===== config.mk =====
export PLATFORM = sky130hd
export DESIGN_NAME = va2f_merge
export DESIGN_NICKNAME = d
export VERILOG_FILES = /design/src/rtl/va2f_pkg.sv /design/src/rtl/va2f_merge.sv
export SDC_FILE = /design/constraint.sdc
export NUM_CORES = 1
export LEC_CHECK = 0
export BUFFER_PORTS_ARGS = -buffer_cell sky130_fd_sc_hd__buf_2
export CORE_MARGIN = 2
export CORE_UTILIZATION = 40
export DETAILED_ROUTE_END_ITERATION = 12
export PLACE_DENSITY = 0.76
export SYNTH_ARGS = -nofsm -noshare
export SYNTH_HDL_FRONTEND = slang
export SYNTH_SLANG_ARGS = --single-unit
export TNS_END_PERCENT = 50

===== constraint.sdc =====
create_clock -name clk -period 0.8 [get_ports clk]
set_clock_uncertainty 0.05 [all_clocks]
set_input_delay 0.04 -clock clk [delete_from_list [all_inputs] [get_ports clk]]
set_output_delay 0.04 -clock clk [all_outputs]
set_load 0.02 [all_outputs]

===== src/rtl/va2f_pkg.sv =====
// ----------------------------------------------------------------------------
// va2f_pkg
// Shared types, element type codes and lane constants for the vertex
// attribute to float4 unit.
// ----------------------------------------------------------------------------
package va2f_pkg;

  localparam int NUM_LANES  = 4;
  localparam int LANE_DEPTH = 8;
  localparam int PIPE_DEPTH = LANE_DEPTH + 1;

  typedef logic [3:0]  elem_type_t;
  typedef logic [2:0]  comp_count_t;
  typedef logic [63:0] raw_t;
  typedef logic [31:0] f32_t;

  localparam elem_type_t ET_F64  = 4'd0;
  localparam elem_type_t ET_F32  = 4'd1;
  localparam elem_type_t ET_U32S = 4'd2;
  localparam elem_type_t ET_S32S = 4'd3;
  localparam elem_type_t ET_U32N = 4'd4;
  localparam elem_type_t ET_S32N = 4'd5;
  localparam elem_type_t ET_U16S = 4'd6;
  localparam elem_type_t ET_S16S = 4'd7;
  localparam elem_type_t ET_U16N = 4'd8;
  localparam elem_type_t ET_S16N = 4'd9;
  localparam elem_type_t ET_U8S  = 4'd10;
  localparam elem_type_t ET_S8S  = 4'd11;
  localparam elem_type_t ET_U8N  = 4'd12;
  localparam elem_type_t ET_S8N  = 4'd13;

  localparam comp_count_t MAX_COUNT = 3'd4;

  localparam f32_t ZERO_BITS = 32'h0000_0000;
  localparam f32_t ONE_BITS  = 32'h3F80_0000;

endpackage


===== src/rtl/va2f_merge.sv =====
// ----------------------------------------------------------------------------
// va2f_merge
// Combines the four lane results into the output word, filling missing
// components with 0,0,0,1.
// ----------------------------------------------------------------------------
module va2f_merge (
  input  logic                                 clk,
  input  logic                                 adv,
  input  logic [va2f_pkg::NUM_LANES-1:0]       present,
  input  va2f_pkg::f32_t                       lane_res [va2f_pkg::NUM_LANES],
  output va2f_pkg::f32_t                       out_x,
  output va2f_pkg::f32_t                       out_y,
  output va2f_pkg::f32_t                       out_z,
  output va2f_pkg::f32_t                       out_w
);
  import va2f_pkg::*;

  always_ff @(posedge clk) begin
    if (adv) begin
      out_x <= present[0] ? lane_res[0] : ZERO_BITS;
      out_y <= present[1] ? lane_res[1] : ZERO_BITS;
      out_z <= present[2] ? lane_res[2] : ZERO_BITS;
      out_w <= present[3] ? lane_res[3] : ONE_BITS;
    end
  end

endmodule

After elaboration in Yosys (flattened, before gate mapping):

Index checks and enable logic that the tools add are counted.

* input port bits: 134
* output and inout bits: 128
* flip-flop bits (word level): 128
* word-level logic and storage cells: 4

Longest topological paths before layout:

* depth after elaboration: 0
* depth in mapped cells: 2
* depth with buffers taken out: 1

Worst setup path after synthesis:

Ideal clock, no wire load.

* path type: input to register
* start: in present[3] (netlist bit)
* end: reg out_w[30] (data pin)
* buffers on the path: 1
* data required time: 0.495 ns
* cell stages on the path: 2
* arrival time: 0.315 ns
* slack: 0.180 ns
* cells stage by stage: buf_4 > and2_1

RTL lines
* from (decl): line va2f_merge.sv:9 `input logic [va2f_pkg::NUM_LANES-1:0] present,`
* to (signal assigned): line va2f_merge.sv:23 `out_w <= present[3] ? lane_res[3] : ONE_BITS;`
* to (decl): line va2f_merge.sv:14 `output va2f_pkg::f32_t out_w`

No word-level cell between the ends.

Worst setup path in the final report:

* start: reg out_y[25]
* end: out out_y[25]

RTL lines
* from (decl): line va2f_merge.sv:12 `output va2f_pkg::f32_t out_y,`
* from (signal assigned): line va2f_merge.sv:21 `out_y <= present[1] ? lane_res[1] : ZERO_BITS;`

No word-level cell between the ends.

==> metrics.md <==
| Metric | Value |
|---|---|
| Outcome | complete, but fails checks |
| Violated checks | setup timing |
| Worst Setup End Kind | output pin |
| Mapped Avg Cell Area | 17.6 um^2 |
| GP Congestion | 0.783 |
| CTS clk-pin slew, worst paths | roughly 50 ps |
| Pwr per Cell Area | 2140 nW/um^2 |
| Min-delay worst type | primary input to register |
| Number of setup buffers added after CTS | 0 |
| Hold_ws | around 90 ps |
| H-tree depth | 4 |
| Max transition margin | slightly below 70% |
| Initial DRC Count | 200 |
| Die ar. | 12700 um^2 |
| Seq/Total Area, Yosys | between 80% and 90% |
| Final core occ | 73.8% |
| WP buf/inv | 1 |
| Synth Area in Simple Gates | between 10% and 20% |
| Max Cap Viol | 0 |
| Largest family of logic cells by synthesized area | simple AND/OR/NAND/NOR gates |
| Critical path depth | 1 |
| Final setup violation count | around 130 |
| Kind of critical path | register to output pin |
| Core footprint | around 11000 um^2 |
| DRT Wirelength | 13.9 mm |
| Rows | 39 |
| Top-Level Pins | 262 |
| Max incr delay on CP | approximately 420 ps |
| Crit path capture | out_y[25] |
| WL per Instance | roughly 17 um |
| Crit path max-delay family | flip-flops |
| CP arrival | about 970 ps |
| Synthesis Warnings | 0 |
| Worst Path Max Fanout | 1 |
| XOR/XNOR Fraction of Synth Area | 0% |
| Longest Clk Path Bufs | 2 |
| Clock Sinks | about 130 |
| Max Fclk | about 940 MHz |
| Slowest CP cell | edfxtp_1 |
| Share of post-route cells with drive strength above 1 | 43.4% |
| Total nets after synthesis | between 400 and 500 |
| Vias in the first global route | 4070 |
| Dpl ws | -76.0 ps |
| Leakage | 0.00360 uW |
| Sum of negative setup slack | -27600 ps |
| Tmin final | 1060 ps |
| Initial Utilization | approximately two fifths |
| CP Launch Type | register |
| Post-synthesis mux area share | 0% |
| Adder-cell share of the synthesized area | 0% |
| Port Buf Inserts | around 260 |
| Largest net degree at the start of global routing | 33 |
| Max-slew violations | 0 |
| CP Data Required Time | 710 ps |
| Vias | about 3.7k |
| Final Hold Vio Count | 0 |
| Commonest non-fill, non-tap cell in the layout | buf_2 |
| Fin crit share | 133% |
| Area growth syn-to-layout | 79.9% |
| Nets | roughly 800 |
| Actual slew at the worst max-slew pin | about 460 ps |
| GR Overflow Total | 0 |
| Synthesized flop and latch total | approximately 130 |
| Unrepaired setup endpoints after global routing | yes |
| Drt drc | 0 |
| Total CTS buffers | 17 |
| Root buf cell | clkbuf_16 |
| Initial antenna violation count | 1 |
| Final Worst Setup Slack | -261 ps |
| CP Cell Sequence | buf_6 |
| Detail Route Antenna Nets | 0 |
| Worst vdd ir | roughly 1.6 mV |
| Crit path launch | out_y[25] |
| CTS tree | built |
| Total GRT Usage | about a fifth |
| Post-synthesis cell count | approximately 270 |
| Compound-gate portion of the synthesized area | 0% |
| Chip width | between 100 and 150 um |
| Post-DP HPWL | approximately 8.0 mm |
| Initial DRT Pass Iterations | 4 |
| Synthesized area | approximately 4700 um^2 |
| Drt via density | 4.45 |
| Pwr Total | around 18000 uW |
| First-pass GRT wire length | between 20 and 25 mm |
| Most frequent cells in the layout | buf_2 (195), dlygate4sd3_1 (128), edfxtp_1 (128) |
| Die Height | roughly 110 um |
| Post-synth cell types | 5 |
[sequential cells by signal (all words and copies together) (netlist names)]
name   flops
out_w     32
out_x     32
out_y     32
out_z     32
[per-stage QoR]
stage | instances | area (um^2)
3_3_place_gp | 672 | 6250
6_report | 829 | 8470
4_1_cts | 828 | 8280
2_1_floorplan | 268 | 4710
3_5_place_dp | 672 | 6250
5_1_grt | 829 | 8470
[power breakdown]
| group | internal, uW | leakage, uW | total, uW | switching, uW |
|---|---|---|---|---|
| combinational | 1470 | 0.00210 | 2840 | 1370 |
| sequential | 7990 | 0.00124 | 8200 | 211 |
| clock | 4450 | 0.000259 | 7080 | 2630 |
[synthesized netlist by cell type, drive strengths merged]
master    n  area (um^2)
and2    121          757
buf       1         7.51
clkbuf   11         55.1
edfxtp  128         3840
nand2b    7         43.8
[worst min-delay path by stage]
stage | start | to | slack, ps | cells past startpoint
3_5_place_dp | lane_res[24] | out_w[24] | 250 | 2
6_report | present[3] | out_w[26] | 90 | 2
3_3_place_gp | lane_res[24] | out_w[24] | 250 | 2
4_1_cts | present[3] | out_w[24] | 70 | 2
2_1_floorplan | adv | out_w[0] | 100 | 0
5_1_grt | present[3] | out_w[26] | 120 | 2
[per-layer routing]
metal	global-route usage [%]	up-vias	wire length, um
li1	-	1749	-
met1	21.7	1728	4930
met2	38.8	183	7480
met3	7.67	29	1160
met4	9.59	0	349
met5	0	-	0
[cell families (layout without fill, tap and decap cells)]
group | after synthesis | count (layout)
and+or+nand+nor | 128 | 128
DFF | 128 | 128
buffers and inverters | 12 | 429
other | 0 | 1
[layout make-up]
| cell class | count | area (um^2) |
|---|---|---|
| clock inverter | 10 | 98.8 |
| timing repair buffer | 401 | 3110 |
| fill | 674 | 3000 |
| antenna | 1 | 2.50 |
| tap | 143 | 179 |
| multi-input combinational | 128 | 801 |
| sequential | 128 | 3840 |
| clock buffer | 18 | 429 |
[what timing repair did]
item,in CTS,in global routing
setup endpoints to repair,128,128
endpoints found under the hold margin,128,0
hold buffers,128,0
pin swaps,0,0
gates resized for setup,70,61
(Power assumes the default switching activity.)
