[config.mk]
export PLATFORM = sky130hd
export DESIGN_NAME = va2f_lane
export DESIGN_NICKNAME = d
export VERILOG_FILES = /design/src/rtl/va2f_pkg.sv /design/src/rtl/va2f_lane.sv
export SDC_FILE = /design/constraint.sdc
export NUM_CORES = 2
export LEC_CHECK = 0
export BUFFER_PORTS_ARGS = -buffer_cell sky130_fd_sc_hd__buf_2
export CAP_MARGIN = 40
export CORE_UTILIZATION = 31
export CTS_CLUSTER_DIAMETER = 60
export DETAILED_ROUTE_END_ITERATION = 16
export PLACE_DENSITY_LB_ADDON = 0.3
export SKIP_LAST_GASP = 1
export SYNTH_ARGS = -nofsm -noshare
export SYNTH_HDL_FRONTEND = slang
export SYNTH_SLANG_ARGS = --single-unit
[constraint.sdc]
create_clock -name clk -period 22.2 [get_ports clk]
set_input_delay 4.44 -clock clk [delete_from_list [all_inputs] [get_ports clk]]
set_output_delay 4.44 -clock clk [all_outputs]
set_load 0.005 [all_outputs]
[src/rtl/va2f_pkg.sv]
// ----------------------------------------------------------------------------
// va2f_pkg
// Shared types, element type codes and lane constants for the vertex
// attribute to float4 unit.
// ----------------------------------------------------------------------------
package va2f_pkg;

  localparam int NUM_LANES  = 4;
  localparam int LANE_DEPTH = 8;
  localparam int PIPE_DEPTH = LANE_DEPTH + 1;

  typedef logic [3:0]  elem_type_t;
  typedef logic [2:0]  comp_count_t;
  typedef logic [63:0] raw_t;
  typedef logic [31:0] f32_t;

  localparam elem_type_t ET_F64  = 4'd0;
  localparam elem_type_t ET_F32  = 4'd1;
  localparam elem_type_t ET_U32S = 4'd2;
  localparam elem_type_t ET_S32S = 4'd3;
  localparam elem_type_t ET_U32N = 4'd4;
  localparam elem_type_t ET_S32N = 4'd5;
  localparam elem_type_t ET_U16S = 4'd6;
  localparam elem_type_t ET_S16S = 4'd7;
  localparam elem_type_t ET_U16N = 4'd8;
  localparam elem_type_t ET_S16N = 4'd9;
  localparam elem_type_t ET_U8S  = 4'd10;
  localparam elem_type_t ET_S8S  = 4'd11;
  localparam elem_type_t ET_U8N  = 4'd12;
  localparam elem_type_t ET_S8N  = 4'd13;

  localparam comp_count_t MAX_COUNT = 3'd4;

  localparam f32_t ZERO_BITS = 32'h0000_0000;
  localparam f32_t ONE_BITS  = 32'h3F80_0000;

endpackage

[src/rtl/va2f_lane.sv]
// ----------------------------------------------------------------------------
// va2f_lane
// Converts one raw component to single float bits: double rounding, float
// pass-through, integer to float, division by 2^n-1 via a repeated shifted
// sum (2^n for 32-bit kinds). Eight register stages, all advanced by adv.
// ----------------------------------------------------------------------------
module va2f_lane (
  input  logic                  clk,
  input  logic                  adv,
  input  va2f_pkg::elem_type_t  etype,
  input  va2f_pkg::raw_t        raw,
  output va2f_pkg::f32_t        result
);
  import va2f_pkg::*;

  typedef struct packed {
    logic       direct;
    f32_t       dbits;
    logic       neg;
    logic [5:0] n;
    logic       sum;
    logic       zero;
    logic [5:0] expo;
  } side_t;

  // double to single, round to nearest even
  function automatic f32_t f64_to_f32(raw_t b);
    logic               sgn;
    logic [10:0]        ex;
    logic signed [12:0] fe;
    logic [63:0]        mm;
    logic [63:0]        q;
    logic [63:0]        lowmask;
    logic [6:0]         sh;
    logic               g;
    logic               st;
    logic [30:0]        mag;
    f32_t               r;
    sgn = b[63];
    ex  = b[62:52];
    fe  = $signed({2'b00, ex}) - 13'sd896;
    mm  = {11'd0, 1'b1, b[51:0]};
    sh  = (fe >= 13'sd1) ? 7'd29 : 7'(13'sd30 - fe);
    q       = mm >> sh;
    g       = mm[6'(sh - 7'd1)];
    lowmask = (64'd1 << (sh - 7'd1)) - 64'd1;
    st      = |(mm & lowmask);
    if (g && (st || q[0])) q = q + 64'd1;
    mag = 31'({fe[7:0] - 8'd1, 23'd0}) + q[30:0];
    if (ex == 11'h7FF) begin
      if (b[51:0] != 52'd0) r = {sgn, 8'hFF, 1'b1, b[50:29]};
      else r = {sgn, 8'hFF, 23'd0};
    end else if (ex == 11'd0) begin
      r = {sgn, 31'd0};
    end else if (fe >= 13'sd255) begin
      r = {sgn, 8'hFF, 23'd0};
    end else if (fe >= 13'sd1) begin
      r = {sgn, mag};
    end else if (fe < -13'sd30) begin
      r = {sgn, 31'd0};
    end else begin
      r = {sgn, q[30:0]};
    end
    return r;
  endfunction

  // one step of x * (1 + 2^-n)(1 + 2^-2n)...
  function automatic logic [64:0] rep_add(logic [64:0] a, logic [5:0] n, logic [1:0] k,
                                          logic en);
    logic [8:0] sh;
    sh = 9'(n) << k;
    return en ? a + (a >> sh) : a;
  endfunction

  // stage 1 decode
  side_t       sd1_next;
  logic [31:0] mag_next;
  f32_t        d64;

  assign d64 = f64_to_f32(raw);

  always_comb begin
    sd1_next        = '0;
    sd1_next.dbits  = d64;
    mag_next        = 32'd0;
    unique case (etype)
      ET_F64: sd1_next.direct = 1'b1;
      ET_F32: begin
        sd1_next.direct = 1'b1;
        sd1_next.dbits  = raw[31:0];
      end
      ET_U32S: mag_next = raw[31:0];
      ET_U32N: begin
        mag_next   = raw[31:0];
        sd1_next.n = 6'd32;
      end
      ET_S32S, ET_S32N: begin
        sd1_next.neg = raw[31];
        mag_next     = raw[31] ? ~raw[31:0] + 32'd1 : raw[31:0];
        if (etype == ET_S32N) sd1_next.n = 6'd31;
      end
      ET_U16S, ET_U16N: begin
        mag_next = {16'd0, raw[15:0]};
        if (etype == ET_U16N) begin
          sd1_next.n   = 6'd16;
          sd1_next.sum = 1'b1;
        end
      end
      ET_S16S, ET_S16N: begin
        sd1_next.neg = raw[15];
        mag_next     = {16'd0, raw[15] ? ~raw[15:0] + 16'd1 : raw[15:0]};
        if (etype == ET_S16N) begin
          sd1_next.n   = 6'd15;
          sd1_next.sum = 1'b1;
        end
      end
      ET_U8S, ET_U8N: begin
        mag_next = {24'd0, raw[7:0]};
        if (etype == ET_U8N) begin
          sd1_next.n   = 6'd8;
          sd1_next.sum = 1'b1;
        end
      end
      ET_S8S, ET_S8N: begin
        sd1_next.neg = raw[7];
        mag_next     = {24'd0, raw[7] ? ~raw[7:0] + 8'd1 : raw[7:0]};
        if (etype == ET_S8N) begin
          sd1_next.n   = 6'd7;
          sd1_next.sum = 1'b1;
        end
      end
      default: sd1_next.direct = 1'b1;
    endcase
  end

  side_t       sd [1:7];
  logic [31:0] mag1;
  logic [31:0] norm2;
  logic [23:0] sig3;
  logic [64:0] acc [1:4];

  // stage 2 normalize, five binary steps
  logic [31:0] nm;
  logic [4:0]  lz;
  always_comb begin
    nm = mag1;
    lz = 5'd0;
    if (nm[31:16] == 16'd0) begin nm = nm << 16; lz[4] = 1'b1; end
    if (nm[31:24] == 8'd0)  begin nm = nm << 8;  lz[3] = 1'b1; end
    if (nm[31:28] == 4'd0)  begin nm = nm << 4;  lz[2] = 1'b1; end
    if (nm[31:30] == 2'd0)  begin nm = nm << 2;  lz[1] = 1'b1; end
    if (nm[31] == 1'b0)     begin nm = nm << 1;  lz[0] = 1'b1; end
  end

  // stage 3 round to 24 bits
  logic [24:0] rsum;
  logic        rup;
  assign rup  = norm2[7] & ((|norm2[6:0]) | norm2[8]);
  assign rsum = {1'b0, norm2[31:8]} + 25'(rup);

  // side info for stages 2 and 3
  side_t sd2_next;
  side_t sd3_next;
  always_comb begin
    sd2_next      = sd[1];
    sd2_next.zero = (mag1 == 32'd0);
    sd2_next.expo = 6'd31 - 6'(lz);
    sd3_next      = sd[2];
    sd3_next.expo = sd[2].expo + 6'(rsum[24]);
  end

  // stage 8 final round and pack
  logic        hi;
  logic [23:0] sig_t;
  logic        gbit;
  logic [24:0] fsum;
  logic [9:0]  bexp;
  f32_t        packed_bits;
  always_comb begin
    hi    = acc[4][64];
    sig_t = hi ? acc[4][64:41] : acc[4][63:40];
    gbit  = hi ? acc[4][40] : acc[4][39];
    fsum  = {1'b0, sig_t} + 25'(gbit);
    bexp  = 10'(sd[7].expo) - 10'(sd[7].n) + 10'd127 + 10'(hi) + 10'(fsum[24]);
    packed_bits = {sd[7].neg, bexp[7:0], fsum[22:0]};
    if (sd[7].direct) packed_bits = sd[7].dbits;
    else if (sd[7].zero) packed_bits = ZERO_BITS;
  end

  always_ff @(posedge clk) begin
    if (adv) begin
      sd[1] <= sd1_next;
      mag1  <= mag_next;

      sd[2] <= sd2_next;
      norm2 <= nm;

      sd[3] <= sd3_next;
      sig3  <= rsum[24] ? 24'h800000 : rsum[23:0];

      sd[4]  <= sd[3];
      acc[1] <= rep_add({1'b0, sig3, 40'd0}, sd[3].n, 2'd0, sd[3].sum);
      for (int k = 1; k < 4; k++) begin
        sd[k+4]  <= sd[k+3];
        acc[k+1] <= rep_add(acc[k], sd[k+3].n, 2'(k), sd[k+3].sum);
      end

      result <= packed_bits;
    end
  end

endmodule

Yosys cells after proc, flatten, opt, wreduce, memory -nomap -nowiden
Memories as Yosys holds them, arrays and structs flattened.
Index checks and enable logic that the tools add are counted.
{ "totals": {"reg_bits": 120, "ramBits": 596, "inputBits": 70, "out_inout_bits": 32, "elab_cells": 122, "memories": 2} }
{ "op_classes": {"add_sub_neg": 22, "order_cmp": 4, "n_eq_ne": 14, "shift": 6, "mux": 44, "bitwise": 6, "reduce_logical": 18} }
{ "mem_list": {"columns": ["name", "words", "width", "rd", "rd_ports_with_merged_regs", "wr", "line", "text"], "rows": [
  ["sd", 7, 48, 7, 0, 7, "va2f_lane.sv:136", "side_t sd [1:7];"],
  ["acc", 4, 65, 4, 0, 4, "va2f_lane.sv:140", "logic [64:0] acc [1:4];"]
]} }
{ "ops": {"columns": ["op", "count"], "rows": [
  ["$mux W65", 4],
  ["$mux W32", 8],
  ["$mux W31", 7],
  ["$add A65 B65 Y65", 3],
  ["$pmux W32 S6", 1],
  ["$add A64 B65 Y65", 1],
  ["$shr A64 B6 Y65", 1],
  ["$shr A65 B7 Y65", 1],
  ["$shr A65 B8 Y65", 1],
  ["$shr A65 B9 Y65", 1],
  ["$and A53 B64 Y64", 1],
  ["$reduce_or A64 Y1", 1],
  ["$shl A1 B7 Y64 const A", 1],
  ["$sub A64 B1 Y64 const B", 1],
  ["$shr A53 B7 Y31", 1],
  ["$reduce_bool A52 Y1", 1],
  ["$add A24 B1 Y25", 2],
  ["$pmux W6 S6", 1],
  ["$add A32 B1 Y32 const B", 1],
  ["$logic_not A32 Y1", 1],
  ["$not A32 Y32", 1],
  ["$add A31 B1 Y31 const B", 1],
  ["$add A31 B31 Y31", 1],
  ["$eq A4 B4 Y1 const B", 6],
  ["46 further kinds", 66]
]} }

Depth between registers and ports, before layout
{ "logic_depth": {"depth_word": 17, "depth_mapped": 45, "depth_no_buf": 40} }

Worst setup path before layout
OpenSTA, ideal clock, no wires.
{ "synth_path": {"kind": "input-to-reg", "from": "in raw[54]", "to": "reg, netlist name sd[0][93]", "setup_ns": 0.146, "arrival_time_ns": 12.864, "required_time_ns": 22.054, "slack_ns": 9.190, "path_stages": 43, "path_buffers": 4, "path_cell_list": "buf_6 or4_4 nor4b_4 o311a_2 o221ai_2 inv_2 buf_2 buf_4 buf_2 ha_1 inv_1 nor4_1 a21oi_1 xor2_1 nor2_1 nand3_1 ha_1 inv_1 [... 7 more ...] nand4_1 o21ai_2 nor4_1 xor2_1 inv_1 ha_1 a21o_1 a21oi_1 o21bai_1 a21oi_1 o21bai_1 a21oi_1 xnor2_1 nand2_1 a31oi_1 o21a_1 o211ai_1 a21oi_1"} }
{ "synth_lines": {"columns": ["element", "line", "text"], "rows": [
  ["from (decl)", "va2f_lane.sv:11", "input va2f_pkg::raw_t raw,"]
]} }

==> run metrics <==
CP bufs+invs=10; CTS tree=done; Post-Syn Area=approximately 50000 µm²; count of final hold-check violations=0; final WL=between 150 and 200 mm; post-route ant nets=0; Post-CTS Setup Inserts=0; MaxCap Viol Count=0; CP endpoint kind=flop; area delta synth->final=10.70%; Synth Flop Type=edfxtp_1; width of the die=400.3 µm; WS Path Type=input pin to flop; Post-route DRC=0; clk buf depth=3; Critical Path RT=between 20 and 25 ns; Post-DP HPWL=roughly 120 mm; Worst Tran Pin Value=around 1 ns; Yosys reg bits=approximately 650; Seq/Total Area, Yosys=39.92%; CTS buffer count=74; synth warn=0; ys async rst share=0%; Initial Util=a little under a third; Port Buffers=roughly 100; FP Rows=approximately 150; Slew Viols, Final=0; most common cell after layout, fill and taps aside=edfxtp_1; crit path DAT=between 15 and 20 ns; Via Count=between 40000 and 50000; clock root cell=clkbuf_16; Clock Latency Late Sink=between 0.6 and 0.7 ns; RD Place Congestion=between 0.9 and 1; setup violators final=0; share of cells above drive strength 1=12.50%; run status=complete, no violations; unrepaired setup endpoints after global routing=false; htree depth=3; Synth cell types=slightly above 100; Static Leakage=around 21 nW; Clock Sink Count=around 650; placeable core region=between 150000 and 200000 µm²; post-cts hold buffer count=0; synthesized instance count=5051; largest net degree at the start of global routing=about 190; Die ar.=160300 µm²; Wirelength per Cell=23.81 µm; Multi-input gate area=27970 µm²; via density per instance=between 5 and 6; Ports=just over 100; setup TNS=0 ns; Final Non-Filler Cells=slightly above 7000; global route overflow=0; Worst Hold Class=flop to flop; Max IR drop VDD=0.05876 mV; Reg clk slew, reported paths=~0.06 ns; Tcrit/Tclk final=between 60% and 70%; delay-heaviest family, CP=compound AO/OA/AOI/OAI gates; Slew headroom=31.89%; FF/Latch Area=approximately 20000 µm²; Critical Path Fanout Max=45; minimum clock period=between 15 and 20 ns; Post-synth EDFFs=approximately 650; starting DRC count in detailed routing=3989; initial antenna violation count=6; Syn Nets=~5400; syn avg cell area=9.739 µm²; most frequent cells in the layout=654 x edfxtp_1, 444 x nor2_1, 406 x nand2_1, 404 x a21oi_1, 256 x ha_1; first-pass GRT wire length=252.7 mm; DR pass1 iterations=6; Die Height=around 400 µm; Post-CTS Resized=0; CP max-delay cell=a22oi_1; CP Launch Type=input pin; Filler cells=between 15000 and 20000; clock skew=between 0.03 and 0.04 ns; vias in the first global route=approximately 39000; Power Density=between 70 and 80 nW/µm²; GR Util All Layers=20.50%; # placed instances=around 7000; fmax=approximately 64 MHz; nets=approximately 5400; crit-path max cell delay=~0.73 ns; final core utilization=34.70%
stage by stage:
step | worst slack, ns | power [mW] | area (µm²) | hold WS, ns
after floorplan | 9.190 | 2.254 | 49190 | 0.4003
after global placement | 6.245 | 2.603 | 51750 | 0.4008
after detailed placement | 6.261 | 2.612 | 52040 | 0.4045
after CTS | 6.959 | 3.841 | 54440 | 0.4015
after global routing | 5.873 | 3.984 | 54450 | 0.4170
final | 6.665 | 3.815 | 54450 | 0.4062
cell usage after synthesis (36+ instances only):
library cell / n / share of area, %
nor4_1: 40 / 0.51
inv_1: 113 / 0.86
nand2b_1: 43 / 0.55
clkbuf_1: 245 / 1.9
nand3_1: 116 / 1.2
o21ai_0: 225 / 2.3
mux4_2: 36 / 1.6
ha_1: 256 / 6.5
nand2_1: 407 / 3.1
nor2b_1: 50 / 0.64
or3_1: 36 / 0.46
a21oi_1: 404 / 4.1
and3_1: 68 / 0.86
xor2_1: 118 / 2.1
a31oi_1: 62 / 0.79
and2_1: 130 / 1.7
a211oi_1: 71 / 1.1
xnor2_1: 172 / 3.1
nor2_1: 449 / 3.4
a22oi_1: 37 / 0.56
a221oi_1: 44 / 0.78
mux2i_1: 196 / 4.0
a21o_1: 144 / 2.2
mux2_2: 197 / 4.5
nand4_1: 37 / 0.47
edfxtp_1: 654 / 40
nor3_1: 102 / 1.0
o21a_1: 39 / 0.60
report_power, final:
| part | internal (mW) | switching [mW] | total (mW) |
|---|---|---|---|
| Sequential | 1.51 | 0.113 | 1.62 |
| Combinational | 0.378 | 0.604 | 0.983 |
| Clock | 0.685 | 0.523 | 1.21 |
area by class of cell:
type,count,share of cell area (%)
multi-input combinational,3973,51.37
sequential,654,36.07
tap,2058,4.729
clock buffer,87,3.490
timing repair buffer,202,2.603
clock inverter,46,0.9168
inverter,117,0.8157
antenna,2,0.009191
kinds of logic (layout without fill, tap and decap cells):
logic type / Yosys count / count (layout) / synth area share (%)
muxes: 429 / 429 / 10.15
and+or+nand+nor: 1571 / 1571 / 15.36
other: 0 / 2 / 0
DFF: 654 / 654 / 39.92
xor gates and xnor gates: 290 / 290 / 5.163
AOI/OAI and AO/OA: 1421 / 1421 / 19.22
adders and majority gates: 262 / 262 / 6.756
buffers and inverters: 424 / 452 / 3.426
registers in the layout (all words and copies together), names as in the netlist:
name    cells
sd        313
sig3       24
mag1       32
norm2      32
acc       221
result     32
worst reg2reg max path, delay by kind of cell (launching register included):
kind | cells | cell delay [ns]
xor gates and xnor gates | 1 | 0.15
and+or+nand+nor | 4 | 0.49
buffers and inverters | 3 | 1.02
DFF | 1 | 0.32
adders and majority gates | 1 | 0.33
AOI/OAI and AO/OA | 12 | 3.40
muxes | 2 | 0.89
per-layer routing:
layer | track usage, % | vias to the layer above | routed length, µm
met4 | 9.298 | 10 | 7705
met2 | 32.23 | 1682 | 76410
met3 | 3.689 | 391 | 12770
met1 | 27.35 | 19770 | 73050
met5 | 0 | - | 60
li1 | - | 19070 | -
path summary, 6_finish.rpt:
kind / cells after the start / to / from / slack, ns
setup / recovery: 43 / sd[0][93] / raw[52] / 6.67
hold / removal: 0 / sd[3][63] / sd[3][15] / 0.41
setup reg to reg: 23 / acc[0][193] / sd[2][10] / 15.37
hold reg to reg: 0 / sd[3][63] / sd[3][15] / 0.41
Power figures use the tool's default switching activity.
